`config.mk`:
```
export PLATFORM = sky130hd
export DESIGN_NAME = mf3_median9
export DESIGN_NICKNAME = d
export VERILOG_FILES = /design/src/hdl/mf3_pkg.sv /design/src/hdl/mf3_median9.sv
export SDC_FILE = /design/constraint.sdc
export NUM_CORES = 1
export LEC_CHECK = 0
export BUFFER_PORTS_ARGS = -buffer_cell sky130_fd_sc_hd__buf_2
export CELL_PAD_IN_SITES_DETAIL_PLACEMENT = 0
export CELL_PAD_IN_SITES_GLOBAL_PLACEMENT = 1
export CORE_MARGIN = 1
export CORE_UTILIZATION = 41
export DETAILED_ROUTE_END_ITERATION = 10
export PLACE_DENSITY_LB_ADDON = 0.12
export SLEW_MARGIN = 20
export SYNTH_ARGS = -nofsm -noshare
export SYNTH_HDL_FRONTEND = slang
export SYNTH_SLANG_ARGS = --single-unit
export TNS_END_PERCENT = 5
```
`constraint.sdc`:
```
create_clock -name vclk -period 21.6
set_input_delay 2.16 -clock vclk [all_inputs]
set_output_delay 2.16 -clock vclk [all_outputs]
set_load 0.02 [all_outputs]
```
`src/hdl/mf3_pkg.sv`:
```
// Shared constants, types and the median sorting network table for the 3x3 median filter.
// No dependencies; every other file in hdl/ imports this package.
package mf3_pkg;

    localparam int MAX_LINE_WIDTH = 1024;
    localparam int PIXEL_BITS     = 8;
    localparam int WIN            = 3;
    localparam int HEIGHT_CAP     = 1024;

    localparam int COL_BITS   = $clog2(MAX_LINE_WIDTH);
    localparam int ROW_BITS   = 10;
    localparam int POS_BITS   = 10;
    localparam int CFG_BITS   = 11;
    localparam int LB_BITS    = 2 * PIXEL_BITS;

    localparam int S_TDATA_BITS = ((PIXEL_BITS + 7) / 8) * 8;
    localparam int M_FIELD_BITS = PIXEL_BITS + 2 * POS_BITS;
    localparam int M_TDATA_BITS = ((M_FIELD_BITS + 7) / 8) * 8;

    typedef logic [PIXEL_BITS-1:0] t_pix;
    typedef logic [COL_BITS-1:0]   t_col;
    typedef logic [ROW_BITS-1:0]   t_row;

    // configuration register indexes
    typedef enum logic [0:0] {
        REG_IMAGE_WIDTH  = 1'b0,
        REG_IMAGE_HEIGHT = 1'b1
    } t_reg_idx;

    // line buffer write request
    typedef struct packed {
        logic               en;
        t_col               addr;
        logic [LB_BITS-1:0] data;
    } t_lb_wr;

    // 19 compare-exchange steps; after them entry 4 holds the median of nine
    localparam int MED_OPS = 19;
    typedef int t_op_tab [MED_OPS];
    localparam t_op_tab MED_A = '{1, 4, 7, 0, 3, 6, 1, 4, 7, 0, 5, 4, 3, 1, 2, 4, 2, 4, 2};
    localparam t_op_tab MED_B = '{2, 5, 8, 1, 4, 7, 2, 5, 8, 3, 8, 7, 6, 4, 5, 7, 4, 6, 4};

endpackage

```
`src/hdl/mf3_median9.sv`:
```
// Combinational median of nine pixels by a fixed compare-exchange network.
// Uses the network table from mf3_pkg.
module mf3_median9 (
    input  mf3_pkg::t_pix i_win [9],
    output mf3_pkg::t_pix o_median
);
    import mf3_pkg::*;

    always_comb begin
        t_pix v [9];
        t_pix t;
        v = i_win;
        t = '0;
        for (int k = 0; k < MED_OPS; k++) begin
            if (v[MED_A[k]] > v[MED_B[k]]) begin
                t          = v[MED_A[k]];
                v[MED_A[k]] = v[MED_B[k]];
                v[MED_B[k]] = t;
            end
        end
        o_median = v[4];
    end

endmodule

```
==> reports/qor.csv, run 1 <==
stage,metric,value,unit
grt,antenna violations before repair,0,
layout,# fillers,1716,
route,Post-Route M1 WL,10600,um
worst_setup_path,Worst EP required,19.44,ns
route,metal3 WL,930,um
sta,fin crit share,94.5,%
floorplanning,Vert. Die Dim,133,um
layout,area delta synth->final,11.4,%
layout,diode count,0,
synthesis,Gate Count Post-Synth,980,
sta,Tmin final,20.41,ns
route,top routing layer used,met4,
route,Iteration-0 DRC Markers,472,
route,Via-to-Cell Ratio,5.65,
grt,largest net degree at the start of global routing,28,
sta,Max Slew Vio Count,0,
worst_setup_path,Worst setup EP type,output port,
sta,Fin Hold WS,5.22,ns
synthesis,synth unique cells,72,
grt,GRT Total Usage,24.6,%
layout,clock buffer count,0,
sta,max frequency,49.0,MHz
worst_setup_path,Most common cell on crit path,o21ai_0,
grt,Overflow after GRT,0,
grt,global-route wire length before repair,35100,um
worst_setup_path,Crit-path slowest cell,mux2_2,
floorplanning,die area,17700,um2
synthesis,post-synthesis sequential area ratio,0,%
worst_setup_path,CP Data Arrival Time,18.25,ns
sta,Final Hold Fails,0,
placed_design,gpl congestion,0.903,
synthesis,Post-Synthesis Cell Area,7030,um2
layout,nets@finish,1281,
sta,setup violators final,0,
floorplanning,chip width,133,um
placed_design,I/O Buffers,80,
sta,Sum Neg Setup Slack,0,ns
worst_setup_path,worst-path fanout max,19,
route,ANT nets after route,0,
worst_setup_path,startpoint class of the critical path,primary input,
min_path,Hold WC Path Type,in -> out,
route,drt first pass iters,5,
outcome,outcome,finished clean,
synthesis,Ys Warns,0,
route,metal2 WL,10100,um
floorplanning,core footprint,16600,um2
flow_run,Max Cap Violations,0,
floorplanning,Starting Density,42.3,%
layout,register area,0,um2
route,drc violations,0,
floorplanning,Rows,47,
synthesis,Post-Syn Nets,1200,
sta,relative slew slack,29.4,%
clock_tree,CTS Hold Bufs,0,
layout,"commonest non-fill, non-tap cell in the layout",ha_1,
layout,sequential cell count,0,
sta,unrepaired setup endpoints after global routing,no,
route,DR WL/cell,17.2,um
floorplanning,io pins,80,
grt,number of global-route vias before repair,6680,
synthesis,syn avg cell area,7.18,um2
min_path,WHS Path Cells,7,
layout,layout cells sized above 1,17.4,%
route,routed wire length,22000,um
layout,most frequent cells in the layout,"148 x ha_1, 124 x inv_1, 90 x mux2i_1, 80 x buf_2, 74 x a21oi_1",
worst_setup_path,"slowest stage delay, CP",0.41,ns
worst_setup_path,category of the most critical setup path,in -> out,
placed_design,placed wire-length estimate,19400,um
sta,worst slew pin tran,1.06,ns
route,vias,7227,
-- synth_stat cells, types with 7 or more instances --
| master | instances | area [um2] |
|---|---|---|
| ha_1 | 148 | 1850 |
| inv_1 | 124 | 465 |
| mux2i_1 | 94 | 941 |
| a21oi_1 | 75 | 375 |
| nor2_1 | 69 | 259 |
| nand2_1 | 67 | 251 |
| o21ai_0 | 56 | 280 |
| o21a_1 | 31 | 233 |
| mux2_2 | 30 | 338 |
| nand3_1 | 30 | 150 |
| a21o_1 | 27 | 203 |
| clkbuf_1 | 18 | 67.6 |
| nand4_1 | 17 | 106 |
| nor2b_1 | 17 | 106 |
| or2_2 | 11 | 68.8 |
| a211oi_1 | 10 | 75.1 |
| nor3_1 | 10 | 50.1 |
| and2_1 | 9 | 56.3 |
| and3_1 | 8 | 50.1 |
| o21ai_1 | 8 | 40.0 |
| nand2b_1 | 7 | 43.8 |
-- layout make-up --
| class | instances | area (um2) | share of cell area [%] |
|---|---|---|---|
| tap | 220 | 275 | 3.51 |
| timing repair buffer | 106 | 596 | 7.60 |
| inverter | 124 | 465 | 5.94 |
| multi-input combinational | 829 | 6500 | 83.0 |
-- per-layer routing --
| metal | vias to the layer above | global-route usage (%) |
|---|---|---|
| met1 | 3267 | 34.4 |
| met5 | - | 0 |
| met3 | 16 | 1.07 |
| met2 | 204 | 42.4 |
| li1 | 3740 | - |
| met4 | 0 | 3.64 |
-- repair_timing --
action,4_1_cts,5_1_grt
setup endpoints to repair,0,8
hold endpoints to repair,0,0
buffers inserted,0,0
resized for setup,0,14
-- final timing paths --
check                          to  slack (ns)      start
worst max-delay path  o_median[6]        1.19  i_win[25]
worst min-delay path  o_median[0]        5.22  i_win[16]
-- kinds of logic (layout without fill, tap and decap cells) --
logic type,after synthesis,after routing,synth area share [%]
muxes,126,126,18.7
AOI/OAI and AO/OA,282,282,26.8
xor gates and xnor gates,1,1,0.125
buffers and inverters,151,230,8.43
and+or+nand+nor,270,270,19.3
adders and majority gates,150,150,26.7
-- critical path: cells and delay by family --
| family | cells | cell delay [ns] |
|---|---|---|
| fa+ha+maj | 11 | 3.15 |
| simple gates | 15 | 1.94 |
| buf+inv | 13 | 1.93 |
| mux | 7 | 2.47 |
| compound gates | 39 | 6.55 |
-- stage by stage --
| stage | util (%) | std cells | cell area [um2] | setup WS [ns] |
|---|---|---|---|---|
| after floorplan | - | 980 | 7030 | 0.521 |
| after global placement | 46.8 | 1279 | 7780 | 0.894 |
| after detailed placement | 46.8 | 1279 | 7780 | 0.620 |
| after CTS | 46.8 | 1279 | 7780 | 0.597 |
| after global routing | 47.1 | 1279 | 7840 | 0.00610 |
| final | 47.1 | 1279 | 7840 | 1.19 |
Power of run 1 is not shown: default switching activity piles up to over one toggle a cycle in this logic, so the estimate is an artifact.
==> run 2: changes to the inputs <==
CORE_MARGIN = 5   (was 1)
==> run 2 against run 1 <==
Compared with the run above:
- cell count is 0.55% higher
- global-route usage down 3.3 points
- sequential cell count is the same
- utilization grew 0.38 points
- critical path type unchanged
- first-iteration DRC count rose by 7.6%
==> reports/qor.csv, run 2 (same netlist as run 1, synthesis figures left out) <==
stage,metric,value,unit,change
outcome,outcome,finished clean,,
layout,"commonest non-fill, non-tap cell in the layout",ha_1,,
layout,layout cells sized above 1,18.2,%,+0.82 points
route,routed wire length,22400,um,+2.0%
worst_setup_path,Crit-path slowest cell,nor2_2,,
route,top routing layer used,met4,,
layout,most frequent cells in the layout,"148 x ha_1, 124 x inv_1, 88 x mux2i_1, 80 x buf_2, 74 x a21oi_1",,
route,vias,7186,,-0.57%
sta,worst slew pin tran,1.03,ns,-0.0329 ns
worst_setup_path,category of the most critical setup path,in -> out,,
floorplanning,Starting Density,42.1,%,-0.15 points
layout,# fillers,1755,,+2.3%
placed_design,placed wire-length estimate,19700,um,+1.6%
sta,setup violators final,0,,unchanged
layout,nets@finish,1288,,+0.55%
worst_setup_path,Worst EP required,19.44,ns,about the same
layout,diode count,0,,unchanged
layout,fin util,47.5,%,+0.38 points
grt,global-route wire length before repair,35300,um,+0.55%
route,drc violations,0,,unchanged
placed_design,I/O Buffers,80,,unchanged
layout,sequential cell count,0,,unchanged
sta,Sum Neg Setup Slack,0,ns,unchanged
route,Post-Route M1 WL,10700,um,+0.45%
grt,number of global-route vias before repair,6846,,+2.5%
placed_design,post-placement cell count,1274,,-0.39%
sta,fin crit share,94.3,%,-0.20 points
route,ANT nets after route,0,,unchanged
sta,max frequency,49.1,MHz,+0.21%
layout,register area,0,um2,unchanged
floorplanning,io pins,80,,unchanged
sta,unrepaired setup endpoints after global routing,no,,
worst_setup_path,startpoint class of the critical path,primary input,,
worst_setup_path,Worst setup EP type,output port,,
sta,Tmin final,20.37,ns,-0.0433 ns
sta,Final Hold Fails,0,,unchanged
floorplanning,chip width,141,um,+6.0%
floorplanning,Rows,47,,unchanged
worst_setup_path,CP endpoint,o_median[3],,
floorplanning,core footprint,16700,um2,+0.35%
worst_setup_path,CP Data Arrival Time,18.21,ns,-0.04 ns
grt,largest net degree at the start of global routing,28,,unchanged
worst_setup_path,CP Launch Point,i_win[31],,
layout,clock buffer count,0,,unchanged
grt,GRT Total Usage,21.4,%,-3.3 points
worst_setup_path,"slowest stage delay, CP",0.50,ns,+0.09 ns
layout,area delta synth->final,12.7,%,
route,Iteration-0 DRC Markers,508,,+7.6%
floorplanning,Vert. Die Dim,141,um,+6.0%
worst_setup_path,worst-path fanout max,16,,-3
worst_setup_path,Critical Path Stages,85,,unchanged
worst_setup_path,largest delay contributor family on the critical path,compound AO/OA/AOI/OAI gates,,
worst_setup_path,Most common cell on crit path,o21ai_0,,
grt,antenna violations before repair,0,,unchanged
grt,Overflow after GRT,0,,unchanged
route,Via-to-Cell Ratio,5.59,,-1.1%
min_path,Hold WC Path Type,in -> out,,
route,drt first pass iters,5,,unchanged
sta,relative slew slack,31.6,%,+2.2 points
flow_run,Max Cap Violations,0,,unchanged
placed_design,gpl congestion,0.937,,+3.8%
route,metal3 WL,1050,um,+13%
layout,Non-Filler Instances,1286,,+0.55%
sta,Max Slew Vio Count,0,,unchanged
route,metal2 WL,10100,um,+0.13%
route,DR WL/cell,17.4,um,+1.5%
worst_setup_path,Buffers & Inverters on Critical Path,13,,unchanged
floorplanning,die area,19900,um2,+12%
-- run 2: cell count changes in the layout (fill, tap and decap cells not counted), sizes merged --
cell	delta
buf	+6
or2	+1
-- run 2: how the worst min path moves through the flow --
stage / start / end / slack [ns] / cells past startpoint
2_1_floorplan: i_win[22] / o_median[6] / 4.78 / 4
3_3_place_gp: i_win[22] / o_median[6] / 5.21 / 6
3_5_place_dp: i_win[22] / o_median[6] / 5.22 / 6
4_1_cts: i_win[22] / o_median[6] / 5.22 / 6
5_1_grt: i_win[22] / o_median[6] / 5.26 / 6
6_report: i_win[22] / o_median[6] / 5.23 / 6
-- run 2: cell type report --
| cell class | count | area [um2] | share of cell area (%) |
|---|---|---|---|
| Inverter | 124 | 465 | 5.87 |
| Multi-Input combinational cell | 830 | 6520 | 82.3 |
| Tap cell | 220 | 275 | 3.47 |
| Timing Repair Buffer | 112 | 666 | 8.40 |
-- run 2: per-stage QoR --
stage	worst slack, ns	hold WS, ns	instance area (um2)
floorplan	0.521	4.78	7030
global placement	0.756	5.21	7740
detailed placement	0.669	5.22	7740
CTS	0.630	5.22	7740
global route	0.0449	5.26	7930
finish	1.23	5.23	7930
-- run 2: what timing repair did --
action,CTS,global route
buffers inserted,0,11
resized for setup,0,19
hold endpoints to repair,0,0
setup endpoints to repair,0,8
hold buffers,0,0
-- run 2: per-layer routing --
metal / track usage [%] / vias up
li1: - / 3749
met1: 30.2 / 3220
met2: 35.6 / 188
met3: 1.59 / 29
met4: 4.84 / 0
met5: 0 / -
-- run 2: tightest hold or removal path: stages --
cell	delay, ns
buf_2	0.12
mux2i_1	0.25
mux2i_1	0.17
inv_1	0.13
a211oi_1	0.09
buf_2	0.15
Power of run 2 is left out for the same reason.
